## src/rtl/drst_pkg.sv

```systemverilog
// shared types, constants and codes for the download rate slice throttle
package drst_pkg;

  // configuration port
  localparam int CfgIdxW  = 2;
  localparam int CfgDataW = 22;

  typedef enum logic [CfgIdxW-1:0] {
    CFG_THROTTLE_ON = 2'd0,
    CFG_LIMIT_KIB   = 2'd1,
    CFG_SOCK_BUF    = 2'd2
  } cfg_idx_e;

  // field widths
  localparam int KibW    = 22;
  localparam int BufW    = 21;
  localparam int CountW  = 10;
  localparam int BytesW  = 32;
  localparam int PeriodW = 7;

  // arithmetic constants
  localparam int KibShift   = 10;
  localparam int SliceDiv   = 7;
  localparam int PeriodMs   = 1000;
  localparam int CntDivW    = 13;
  localparam int ProdW      = BufW + CountW;
  localparam int ScaledW    = ProdW + 4;
  localparam int KiloW      = 31;
  localparam int DivCntW    = $clog2(BytesW);

  localparam logic [PeriodW-1:0] PERIOD_FULL    = 7'd100;
  localparam logic [BufW-1:0]    SOCK_BUF_RESET = 21'd65536;

  typedef enum logic [1:0] {
    MODE_TICK   = 2'd0,
    MODE_SLICE  = 2'd1,
    MODE_RETURN = 2'd2
  } mode_e;

  typedef enum logic [2:0] {
    ST_IDLE,
    ST_EXEC,
    ST_CMP,
    ST_DIV,
    ST_DONE
  } state_e;

  typedef struct packed {
    logic [1:0]        mode;
    logic [CountW-1:0] transfer_count;
    logic [BytesW-1:0] return_bytes;
  } in_item_t;

  typedef struct packed {
    logic [BytesW-1:0]  grant_bytes;
    logic               unlimited;
    logic [BufW-1:0]    slice_bytes;
    logic [PeriodW-1:0] cycle_time_ms;
    logic               throttling;
  } out_item_t;

  typedef struct packed {
    logic load_in;
    logic exec;
    logic cmp;
    logic finish;
  } dp_cmd_t;

  typedef struct packed {
    logic tick_go;
    logic div_done;
  } dp_status_t;

endpackage

```

## src/rtl/drst_div.sv

```systemverilog
// iterative restoring divider, one quotient bit per cycle
module drst_div (
  input  logic                         clk_i,
  input  logic                         rst_ni,
  input  logic                         start_i,
  input  logic [drst_pkg::BytesW-1:0]  dividend_i,
  input  logic [drst_pkg::BytesW-1:0]  divisor_i,
  output logic                         done_o,
  output logic [drst_pkg::BytesW-1:0]  quotient_o
);
  import drst_pkg::*;

  logic [BytesW-1:0]  rem_q, rem_d;
  logic [BytesW-1:0]  quo_q, quo_d;
  logic [BytesW-1:0]  dvs_q, dvs_d;
  logic [DivCntW-1:0] cnt_q, cnt_d;
  logic               busy_q, busy_d;
  logic               done_q, done_d;
  logic [BytesW:0]    rem_shift;
  logic [BytesW:0]    diff;

  assign rem_shift = {rem_q, quo_q[BytesW-1]};
  assign diff      = rem_shift - {1'b0, dvs_q};

  always_comb begin
    rem_d  = rem_q;
    quo_d  = quo_q;
    dvs_d  = dvs_q;
    cnt_d  = cnt_q;
    busy_d = busy_q;
    done_d = 1'b0;
    if (start_i) begin
      rem_d  = '0;
      quo_d  = dividend_i;
      dvs_d  = divisor_i;
      cnt_d  = '0;
      busy_d = 1'b1;
    end else if (busy_q) begin
      if (!diff[BytesW]) begin
        rem_d = diff[BytesW-1:0];
        quo_d = {quo_q[BytesW-2:0], 1'b1};
      end else begin
        rem_d = rem_shift[BytesW-1:0];
        quo_d = {quo_q[BytesW-2:0], 1'b0};
      end
      cnt_d = cnt_q + 1'b1;
      if (cnt_q == DivCntW'(BytesW - 1)) begin
        busy_d = 1'b0;
        done_d = 1'b1;
      end
    end
  end

  always_ff @(posedge clk_i or negedge rst_ni) begin
    if (!rst_ni) begin
      busy_q <= 1'b0;
      done_q <= 1'b0;
      cnt_q  <= '0;
    end else begin
      busy_q <= busy_d;
      done_q <= done_d;
      cnt_q  <= cnt_d;
    end
  end

  always_ff @(posedge clk_i) begin
    rem_q <= rem_d;
    quo_q <= quo_d;
    dvs_q <= dvs_d;
  end

  assign done_o     = done_q;
  assign quotient_o = quo_q;

endmodule

```

## src/rtl/drst_dp.sv

```systemverilog
// datapath: configuration, limiter state, setup arithmetic and result fields
module drst_dp (
  input  logic                          clk_i,
  input  logic                          rst_ni,
  input  logic                          cfg_we_i,
  input  logic [drst_pkg::CfgIdxW-1:0]  cfg_idx_i,
  input  logic [drst_pkg::CfgDataW-1:0] cfg_data_i,
  input  drst_pkg::in_item_t            in_item_i,
  input  drst_pkg::dp_cmd_t             cmd_i,
  output drst_pkg::dp_status_t          status_o,
  output drst_pkg::out_item_t           result_o
);
  import drst_pkg::*;

  // configuration registers
  logic            on_q;
  logic [KibW-1:0] kib_q;
  logic [BufW-1:0] buf_q;

  // limiter state
  logic [BytesW-1:0]  limit_q, limit_d;
  logic               en_q, en_d;
  logic [BufW-1:0]    slice_q, slice_d;
  logic [PeriodW-1:0] cycle_q, cycle_d;
  logic [BytesW-1:0]  used_q, used_d;

  // working registers
  in_item_t          in_q;
  logic [ProdW-1:0]  prod_q;
  logic [KiloW-1:0]  kilo_q;
  logic              fast_q;
  logic [BytesW-1:0] grant_q, grant_d;
  logic              unl_q, unl_d;

  logic [BytesW-1:0]  limit_calc;
  logic               en_calc;
  logic [BytesW-1:0]  left;
  logic [BufW:0]      twice;
  logic [ScaledW-1:0] scaled;
  logic               fast_path;
  logic [CntDivW-1:0] cnt7;
  logic [BytesW-1:0]  div_a, div_b;
  logic [BytesW-1:0]  quo;
  logic               div_done;

  assign limit_calc = {kib_q, {KibShift{1'b0}}};
  assign en_calc    = on_q && (kib_q != '0) && (in_q.transfer_count != '0);
  assign left       = (used_q < limit_q) ? (limit_q - used_q) : '0;
  assign twice      = {slice_q, 1'b0};
  // socket buffer * count * 10 as (p << 3) + (p << 1)
  assign scaled     = {1'b0, prod_q, 3'b000} + {3'b000, prod_q, 1'b0};
  assign fast_path  = {{(ScaledW-BytesW){1'b0}}, limit_q} <= scaled;
  assign cnt7       = CntDivW'(in_q.transfer_count) * CntDivW'(SliceDiv);
  assign div_a      = fast_path ? limit_q : BytesW'(kilo_q);
  assign div_b      = fast_path ? BytesW'(cnt7) : limit_q;

  drst_div u_div (
    .clk_i      (clk_i),
    .rst_ni     (rst_ni),
    .start_i    (cmd_i.cmp),
    .dividend_i (div_a),
    .divisor_i  (div_b),
    .done_o     (div_done),
    .quotient_o (quo)
  );

  always_comb begin
    limit_d = limit_q;
    en_d    = en_q;
    slice_d = slice_q;
    cycle_d = cycle_q;
    used_d  = used_q;
    grant_d = grant_q;
    unl_d   = unl_q;
    if (cmd_i.exec) begin
      grant_d = '0;
      unl_d   = 1'b0;
      case (in_q.mode)
        MODE_TICK: begin
          limit_d = limit_calc;
          en_d    = en_calc;
          used_d  = '0;
        end
        MODE_SLICE: begin
          if (!en_q) begin
            grant_d = '1;
            unl_d   = 1'b1;
          end else if (left != '0) begin
            grant_d = (left > BytesW'(twice)) ? BytesW'(slice_q) : left;
            used_d  = used_q + grant_d;
          end
        end
        MODE_RETURN: begin
          if ((in_q.return_bytes != '0) && (in_q.return_bytes < BytesW'(twice))) begin
            used_d = (used_q > in_q.return_bytes) ? (used_q - in_q.return_bytes) : '0;
          end
        end
        default: ;
      endcase
    end
    if (cmd_i.finish) begin
      if (fast_q) begin
        slice_d = (quo > BytesW'(buf_q)) ? buf_q : quo[BufW-1:0];
        cycle_d = PERIOD_FULL;
      end else begin
        slice_d = buf_q;
        cycle_d = quo[PeriodW-1:0];
      end
    end
  end

  always_ff @(posedge clk_i or negedge rst_ni) begin
    if (!rst_ni) begin
      on_q  <= 1'b0;
      kib_q <= '0;
      buf_q <= SOCK_BUF_RESET;
    end else if (cfg_we_i) begin
      case (cfg_idx_i)
        CFG_THROTTLE_ON: on_q  <= cfg_data_i[0];
        CFG_LIMIT_KIB:   kib_q <= cfg_data_i[KibW-1:0];
        CFG_SOCK_BUF:    buf_q <= cfg_data_i[BufW-1:0];
        default: ;
      endcase
    end
  end

  always_ff @(posedge clk_i or negedge rst_ni) begin
    if (!rst_ni) begin
      limit_q <= '0;
      en_q    <= 1'b0;
      slice_q <= '0;
      cycle_q <= '0;
      used_q  <= '0;
    end else begin
      limit_q <= limit_d;
      en_q    <= en_d;
      slice_q <= slice_d;
      cycle_q <= cycle_d;
      used_q  <= used_d;
    end
  end

  always_ff @(posedge clk_i) begin
    grant_q <= grant_d;
    unl_q   <= unl_d;
    if (cmd_i.load_in) begin
      in_q <= in_item_i;
    end
    if (cmd_i.exec) begin
      prod_q <= ProdW'(buf_q) * ProdW'(in_q.transfer_count);
      kilo_q <= KiloW'(buf_q) * KiloW'(PeriodMs);
    end
    if (cmd_i.cmp) begin
      fast_q <= fast_path;
    end
  end

  assign status_o.tick_go  = (in_q.mode == MODE_TICK) && en_calc;
  assign status_o.div_done = div_done;

  assign result_o.grant_bytes   = grant_q;
  assign result_o.unlimited     = unl_q;
  assign result_o.slice_bytes   = slice_q;
  assign result_o.cycle_time_ms = cycle_q;
  assign result_o.throttling    = en_q;

endmodule

```

## src/rtl/drst_ctrl.sv

```systemverilog
// controller: sequences accept, execute, setup division and result hand-off
module drst_ctrl (
  input  logic                  clk_i,
  input  logic                  rst_ni,
  input  logic                  in_valid_i,
  output logic                  in_ready_o,
  input  logic                  out_free_i,
  output logic                  out_load_o,
  input  drst_pkg::dp_status_t  status_i,
  output drst_pkg::dp_cmd_t     cmd_o
);
  import drst_pkg::*;

  state_e state_q, state_d;

  always_ff @(posedge clk_i or negedge rst_ni) begin
    if (!rst_ni) begin
      state_q <= ST_IDLE;
    end else begin
      state_q <= state_d;
    end
  end

  always_comb begin
    state_d    = state_q;
    cmd_o      = '0;
    in_ready_o = 1'b0;
    out_load_o = 1'b0;
    case (state_q)
      ST_IDLE: begin
        in_ready_o    = 1'b1;
        cmd_o.load_in = in_valid_i;
        if (in_valid_i) begin
          state_d = ST_EXEC;
        end
      end
      ST_EXEC: begin
        cmd_o.exec = 1'b1;
        state_d    = status_i.tick_go ? ST_CMP : ST_DONE;
      end
      ST_CMP: begin
        cmd_o.cmp = 1'b1;
        state_d   = ST_DIV;
      end
      ST_DIV: begin
        if (status_i.div_done) begin
          cmd_o.finish = 1'b1;
          state_d      = ST_DONE;
        end
      end
      ST_DONE: begin
        if (out_free_i) begin
          out_load_o = 1'b1;
          state_d    = ST_IDLE;
        end
      end
      default: state_d = ST_IDLE;
    endcase
  end

endmodule

```

## src/rtl/download_rate_slice_throttle.sv

```systemverilog
// top level of the per-second byte budget rate limiter
//
// usage:
// - input channel (in_valid_i / in_ready_o / in_item_i) carries one
//   transaction per command: second tick, slice request or byte return
// - output channel (out_valid_o / out_ready_i / out_item_o) returns exactly
//   one transaction per input: the grant plus the slice size, cycle period
//   and enable state as they stand after the command
// - config port (cfg_we_i / cfg_idx_i / cfg_data_i) writes throttle enable,
//   limit in KiB/s and socket buffer size; values take effect at the next
//   second tick; write only while no command is in flight
// - requests, returns, the unused mode and ticks that leave throttling off
//   go straight to result hand-off, a tick that enables throttling first
//   runs compare and the 32-step divider; next accept waits for hand-off
// - result goes into an output register, so a new transaction is accepted
//   while the previous result still waits; if the receiver stalls, the
//   block parks the next finished result until the register frees up
// - reset clears the limiter state and disables throttling; the socket
//   buffer size returns to 64 KiB
module download_rate_slice_throttle (
  input  logic                          clk_i,
  input  logic                          rst_ni,
  input  logic                          in_valid_i,
  output logic                          in_ready_o,
  input  drst_pkg::in_item_t            in_item_i,
  output logic                          out_valid_o,
  input  logic                          out_ready_i,
  output drst_pkg::out_item_t           out_item_o,
  input  logic                          cfg_we_i,
  input  logic [drst_pkg::CfgIdxW-1:0]  cfg_idx_i,
  input  logic [drst_pkg::CfgDataW-1:0] cfg_data_i
);
  import drst_pkg::*;

  dp_cmd_t    cmd;
  dp_status_t status;
  out_item_t  result;
  logic       out_load;
  logic       out_free;

  // output register
  logic      out_valid_q, out_valid_d;
  out_item_t out_item_q;

  // slot is free when empty or being drained this cycle
  assign out_free = !out_valid_q || out_ready_i;

  drst_ctrl u_ctrl (
    .clk_i      (clk_i),
    .rst_ni     (rst_ni),
    .in_valid_i (in_valid_i),
    .in_ready_o (in_ready_o),
    .out_free_i (out_free),
    .out_load_o (out_load),
    .status_i   (status),
    .cmd_o      (cmd)
  );

  drst_dp u_dp (
    .clk_i      (clk_i),
    .rst_ni     (rst_ni),
    .cfg_we_i   (cfg_we_i),
    .cfg_idx_i  (cfg_idx_i),
    .cfg_data_i (cfg_data_i),
    .in_item_i  (in_item_i),
    .cmd_i      (cmd),
    .status_o   (status),
    .result_o   (result)
  );

  always_comb begin
    out_valid_d = out_valid_q;
    if (out_load) begin
      out_valid_d = 1'b1;
    end else if (out_ready_i) begin
      out_valid_d = 1'b0;
    end
  end

  always_ff @(posedge clk_i or negedge rst_ni) begin
    if (!rst_ni) begin
      out_valid_q <= 1'b0;
    end else begin
      out_valid_q <= out_valid_d;
    end
  end

  always_ff @(posedge clk_i) begin
    if (out_load) begin
      out_item_q <= result;
    end
  end

  assign out_valid_o = out_valid_q;
  assign out_item_o  = out_item_q;

  // controller is busy right after taking a transaction
  a_busy_after_accept: assert property (@(posedge clk_i) disable iff (!rst_ni)
    (in_valid_i && in_ready_o) |=> !in_ready_o)
    else $error("accepted a transaction back to back");

  // an unlimited grant is always all ones
  a_unlimited_grant: assert property (@(posedge clk_i) disable iff (!rst_ni)
    (out_valid_o && out_item_o.unlimited) |-> (out_item_o.grant_bytes == '1))
    else $error("unlimited grant not all ones");

  // while throttling the period never exceeds the full cycle
  a_period_range: assert property (@(posedge clk_i) disable iff (!rst_ni)
    (out_valid_o && out_item_o.throttling) |-> (out_item_o.cycle_time_ms <= PERIOD_FULL))
    else $error("cycle period out of range");

  // a limited nonzero grant needs throttling enabled
  a_grant_needs_enable: assert property (@(posedge clk_i) disable iff (!rst_ni)
    (out_valid_o && !out_item_o.unlimited && (out_item_o.grant_bytes != '0))
      |-> out_item_o.throttling)
    else $error("limited grant while throttling is off");

endmodule
```

## config.mk

```make
export PLATFORM = sky130hd
export DESIGN_NAME = download_rate_slice_throttle
export DESIGN_NICKNAME = d
export VERILOG_FILES = /design/src/rtl/drst_pkg.sv /design/src/rtl/drst_div.sv /design/src/rtl/drst_dp.sv /design/src/rtl/drst_ctrl.sv /design/src/rtl/download_rate_slice_throttle.sv
export SDC_FILE = /design/constraint.sdc
export NUM_CORES = 2
export LEC_CHECK = 0
export BUFFER_PORTS_ARGS = -buffer_cell sky130_fd_sc_hd__buf_2
export CELL_PAD_IN_SITES_DETAIL_PLACEMENT = 0
export CELL_PAD_IN_SITES_GLOBAL_PLACEMENT = 1
export CORE_UTILIZATION = 51
export DETAILED_ROUTE_END_ITERATION = 8
export MAX_ROUTING_LAYER = met4
export PLACE_DENSITY = 0.89
export SYNTH_ARGS = -nofsm -noshare
export SYNTH_HDL_FRONTEND = slang
export SYNTH_SLANG_ARGS = --single-unit
```

## constraint.sdc

```tcl
create_clock -name clk_i -period 8.4 [get_ports clk_i]
set_input_delay 0 -clock clk_i [delete_from_list [all_inputs] [get_ports clk_i]]
set_output_delay 0 -clock clk_i [all_outputs]
set_load 0.02 [all_outputs]
```

**After elaboration in Yosys (flattened, before gate mapping)**

Cells that the tools add are included.

- Muxes and demuxes: 42
- Reductions and logical operators: 22
- Order comparisons: 6
- Equality and inequality tests: 15
- Add/subtract/negate cells: 6
- Multipliers: 3

Operator list:

| cell | count |
|---|---|
| 32-bit 2-to-1 mux | 12 |
| 32-bit case mux with 3 select lines | 1 |
| 32-bit nonzero test | 2 |
| 32-bit subtractor | 2 |
| 21-bit 2-to-1 mux | 2 |
| 34-bit by 32-bit adder with 35-bit output | 1 |
| 32-bit by 35-bit <= comparator with 1-bit output | 1 |
| 33-bit by 32-bit subtractor with 33-bit output | 1 |
| 32-bit adder | 1 |
| 32-bit by 21-bit greater-than comparator with 1-bit output | 1 |
| 32-bit by 22-bit greater-than comparator with 1-bit output | 1 |
| 32-bit greater-than comparator | 1 |
| 32-bit by 22-bit less-than comparator with 1-bit output | 1 |
| 32-bit less-than comparator | 1 |
| 21-bit by 10-bit multiplier with 31-bit output | 1 |
| 21-bit by 7-bit multiplier with 28-bit output, second input constant | 1 |
| 22-bit nonzero test | 1 |
| 1-bit 2-to-1 mux | 18 |
| 3-bit case mux with 5 select lines | 1 |
| 10-bit by 3-bit multiplier with 13-bit output, second input constant | 1 |
| 13-bit 2-to-1 mux | 1 |
| 3-bit 2-to-1 mux | 4 |
| 5-bit 2-to-1 mux | 2 |
| 10-bit nonzero test | 1 |
| 20 further kinds | 35 |

- Output and inout port bits: 64
- Register bits: 433
- Word-level logic and storage cells: 125

**Logic depth before layout (Yosys ltp)**

- Word-level depth: 8
- Gate-level depth with buffers: 43

**Hierarchy**

From an unflattened synthesis, not the netlist that was laid out.

- Cell total of the unflattened synthesis: 3718
- Area, all modules: 37559.8 sq um

Modules (own cells, without submodules):

| module | sequential area each (sq um) | cells each | area an instance (sq um) | instances |
|---|---|---|---|---|
| drst_dp | 7293.2 | 3082 | 29574.6 | 1 |
| drst_div | 2737.6 | 549 | 5865.6 | 1 |
| download_rate_slice_throttle | 1886.8 | 65 | 1909.3 | 1 |
| drst_ctrl | 75.1 | 22 | 210.2 | 1 |

**Worst setup path after synthesis**

OpenSTA, ideal clock, no wires.

- Kind: reg2reg
- Start: register u_dp.used_q[0]
- End: register u_dp.used_q[30]
- Arrival: 7.442 ns
- Stages on the path, launching flop included: 43
- Required time: 8.270 ns
- Period minus slack after synthesis: 7.571 ns
- Setup time: 0.130 ns
- Setup slack: 0.829 ns
- Cells stage by stage: dfrtp_1 clkbuf_1 inv_1 ha_1 or4b_1 buf_2 or3_4 a211oi_4 o211ai_2 a21oi_2 a2111oi_0 or2_0 buf_2 clkbuf_1 nor3_1 ha_1 nor2b_1 o21ai_0 (+7 left out) a21oi_2 buf_6 buf_2 nand2_1 nand2_1 ha_1 fa_1 nand3_1 nand2_1 a211oi_1 nor2_1 a21oi_1 o31ai_1 a31oi_1 o21ai_0 xor2_1 a22oi_1 o22ai_1

- Cells in the longest elaborated chain, start to end: 8

RTL lines:

| item | RTL line | text |
|---|---|---|
| start, declared | drst_dp.sv:25 | `logic [BytesW-1:0] used_q, used_d;` |
| start signal, assigned | drst_dp.sv:139 | `used_q <= used_d;` |
| 32-bit subtractor / 32-bit less-than comparator (equally long branches) | drst_dp.sv:48 | `assign left = (used_q < limit_q) ? (limit_q - used_q) : '0;` |
| 32-bit 2-to-1 mux | drst_dp.sv:48 |  |
| 32-bit by 22-bit greater-than comparator with 1-bit output | drst_dp.sv:89 | `grant_d = (left > BytesW'(twice)) ? BytesW'(slice_q) : left;` |
| 32-bit 2-to-1 mux | drst_dp.sv:89 |  |
| 32-bit adder | drst_dp.sv:90 | `used_d = used_q + grant_d;` |
| 32-bit 2-to-1 mux | drst_dp.sv:88 | `end else if (left != '0) begin` |
| 32-bit 2-to-1 mux | drst_dp.sv:85 | `if (!en_q) begin` |
| 32-bit case mux with 3 select lines | drst_dp.sv:78 | `case (in_q.mode)` |

Parallel ways exist; a longest one is shown, timed or not. The select of a mux whose other input is x is not followed.
A chain may end at the register's enable or synchronous reset.

**Worst setup path after layout**

- Start: register u_dp.used_q[0]
- End: register u_dp.used_q[31]

The elaborated chain is that of the path after synthesis.

==> run metrics <==
Layout Utilization 0.582; Mapped Area ~0.036 mm²; Finished Layout Cells between 4000 and 5000; mux cell area share after synthesis 0.0274; clock buffer depth 3; postcts setup bufs 0; H-tree Lvls 2; total CTS buffers between 50 and 60; R2R Setup Slk between 0.2 and 0.3 ns; area share of and/or/nand/nor cells after synthesis 0.133; Worst setup EP type register; vias in the first global route ~28000; # setup viols final 0; Worst Hold Slack between 0.05 and 0.06 ns; Clk pin slew, worst setup/hold paths 0.07 ns; GR Util met2 0.460; Final Cycle Share 0.966; root buffer cell clkbuf_16; grt ovf 0; gate count after technology mapping between 3000 and 4000; Synth cell types 86; DRC viols 0; Startpoint Class register; Max-cap violations 0; WL/cell between 20 and 25 µm; DP HPWL roughly 80000 µm; post-route ant nets 0; DR pass1 iterations 5; die span in y around 270 µm; Vias/cell slightly below 6; GRT met3 Usage 0.0489; Tmin final between 8 and 9 ns; Worst-Skew Late Latency roughly 0.65 ns; EDFF count, synth 263; starting DRC count in detailed routing 2632; cell accounting for the most synthesized area edfxtp_1; FP Rows 97; count of state elements after synthesis approximately 430; Hold Crit Class in2async; Worst Setup Path Type reg2reg; final-stage net count around 4600; Layout area overhead 12.8%; Worst Skew 0.0646 ns; die area 0.0721 mm²; Routability Congestion roughly 0.98; post-synthesis compound-gate area fraction 0.148; adder-cell share of the synthesized area 0.266; first-pass GRT wire length 162000 µm; # fillers a little over 6000; XOR/XNOR share of the synthesized area 0.0440; syn avg cell area around 10 µm²; Yosys top cell area share 0.218; outcome complete, no violations; core area approximately 0.07 mm²; worst-margin pin slew around 1.2 ns; Slowest-stage cell, CP or4b_1; pin count of the biggest net entering global routing 84; Syn. warnings 0; synth top area cells edfxtp_1 22%, ha_1 13%, fa_1 13%, dfrtp_1 9.5%, nand2_1 3.8%; # port buffers 136; gr usage total 0.304; Crit Path Max Fanout 21; Synth Flop Type edfxtp_1; Slew headroom 0.206; largest family of logic cells by synthesized area adder cells; Hold Vio Cnt, Final 0; Worst EP required approximately 9 ns; clk sinks ~430; arrival time worst endpoint about 8.6 ns; CTS tree built; CP peak stage delay 0.55 ns; maximum clock frequency ~120 MHz; Starting Density 0.516; post-synthesis sequential area ratio 0.331; Async S/R FF share, synth 0.319; die width around 270 µm; routing usage on met1 0.421; via count 28675; I/O pin count about 140; Post-Place Cells approximately 4700; initial antenna violation count 4; busiest grt layer met2; WL final between 100000 and 150000 µm; fin. max-slew vios 0; share of cells above drive strength 1 0.102
Yosys cell counts, types with 11 or more instances:
| cell | n |
|---|---|
| ha_1 | 390 |
| nand2b_1 | 38 |
| nand3b_1 | 12 |
| o211ai_1 | 36 |
| nand3_1 | 98 |
| xnor2_1 | 111 |
| or2_2 | 11 |
| dfxtp_1 | 32 |
| o22ai_1 | 14 |
| nor4_1 | 27 |
| o21ai_0 | 172 |
| o31ai_1 | 15 |
| edfxtp_1 | 263 |
| xor2_1 | 69 |
| mux2i_1 | 43 |
| a22o_1 | 17 |
| o21bai_1 | 25 |
| nand2_1 | 363 |
| a211oi_1 | 21 |
| mux2_2 | 50 |
| or4_1 | 11 |
| nor2_1 | 257 |
| nor2b_1 | 31 |
| and2_1 | 29 |
| dfrtp_1 | 137 |
| buf_1 | 11 |
| clkbuf_1 | 97 |
| a31oi_1 | 37 |
| a21o_1 | 120 |
| a21oi_1 | 185 |
| nand4_1 | 33 |
| o21ai_1 | 13 |
| nor3_1 | 48 |
| fa_1 | 238 |
| inv_1 | 342 |
| o21a_1 | 38 |
| or3_1 | 32 |
| buf_2 | 13 |
| and3_1 | 28 |
critical path, delay by kind of cell, from the launching register on:
kind                       cells  cell delay [ns]
DFF                            1             0.39
and+or+nand+nor                9             2.31
adders and majority gates      3             0.76
buffers and inverters          4             0.63
AOI/OAI and AO/OA             18             3.90
metal layers:
metal / share of wire / vias up
met5: 0 / -
met4: 0.030 / 0
met3: 0.074 / 170
met2: 0.45 / 950
met1: 0.45 / 14171
li1: - / 13384
cells by family (layout without fill, tap and decap cells):
family,count (synthesis),count (layout)
and+or+nand+nor,1034,1034
buffers and inverters,475,725
adders and majority gates,628,628
other,1,10
AOI/OAI and AO/OA,818,818
muxes,93,93
DFF,433,433
xor gates and xnor gates,181,181
per-stage QoR:
stage               setup TNS (ns)  cell area [µm²]  setup WS, ns
floorplan                        0            36200         0.829
global placement                 0            38200         0.292
detailed placement               0            38200         0.139
CTS                              0            40800        0.0851
global route               -0.0214            40800       -0.0145
finish                           0            40800         0.282
layout by cell type (no fill, tap or decap), drive strengths merged, types with 10 or more instances in the layout:
| cell | n |
|---|---|
| nand3b | 12 |
| a31oi | 37 |
| nand2 | 363 |
| a21oi | 187 |
| buf | 207 |
| dfxtp | 32 |
| a22o | 17 |
| mux2i | 43 |
| xnor2 | 111 |
| a22oi | 10 |
| o21a | 38 |
| nand3 | 98 |
| dlygate4sd3 | 73 |
| edfxtp | 263 |
| nor2b | 31 |
| o31ai | 16 |
| clkinv | 20 |
| o22ai | 14 |
| nor2 | 257 |
| ha | 390 |
| and3 | 28 |
| o211ai | 37 |
| nor3 | 48 |
| dfrtp | 137 |
| a211oi | 22 |
| or2 | 12 |
| nand4 | 33 |
| clkbuf | 60 |
| and2 | 29 |
| nor4 | 28 |
| mux2 | 50 |
| o21ai | 186 |
| inv | 351 |
| a21o | 120 |
| or3 | 33 |
| fa | 238 |
| or4 | 11 |
| o21bai | 25 |
| nand2b | 38 |
| xor2 | 70 |
cell type report:
class | instances | area (µm²) | area share
multi-input combinational | 2763 | 22600 | 0.552
sequential | 433 | 12000 | 0.294
timing repair buffer | 280 | 1960 | 0.0481
clock buffer | 60 | 1320 | 0.0323
inverter | 349 | 1310 | 0.0321
tap | 940 | 1180 | 0.0288
clock inverter | 36 | 522 | 0.0128
antenna | 1 | 2.50 | 0.0000613
sequential cells by signal (all words and copies together), names as in the netlist, 22 cells and up:
signal / flops
u_dp.in_q: 44
u_dp.grant_q: 32
u_dp.u_div.dvs_q: 32
u_dp.prod_q: 31
u_dp.kilo_q: 28
u_dp.u_div.quotient_o: 32
u_dp.u_div.rem_q: 32
u_dp.kib_q: 22
out_item_o: 62
u_dp.limit_q: 22
u_dp.used_q: 32
worst paths after layout:
path | to | startpoint | depth (start not counted)
setup / recovery | u_dp.used_q[31]$_DFFE_PN0P_ | u_dp.used_q[0]$_DFFE_PN0P_ | 34
hold / removal | u_dp.used_q[9]$_DFFE_PN0P_ | rst_ni | 2
setup reg to reg | u_dp.used_q[31]$_DFFE_PN0P_ | u_dp.used_q[0]$_DFFE_PN0P_ | 34
hold reg to reg | out_item_o[52]$_DFFE_PP_ | u_dp.grant_q[22]$_SDFFCE_PN0N_ | 0
max in group asynchronous | u_dp.u_div.cnt_q[1]$_DFFE_PN0P_ | rst_ni | 3
min in group clk_i | u_dp.in_q[6]$_DFFE_PP_ | in_item_i[6] | 2
what timing repair did:
| item | CTS | global route |
|---|---|---|
| hold buffers | 73 | 0 |
| setup endpoints to repair | 0 | 15 |
| resized for setup | 0 | 14 |
| endpoints found under the hold margin | 173 | 0 |
Power is left out: the tool's default activity adds up to more than one toggle a clock period on the data nets, which glitch-free logic cannot reach.
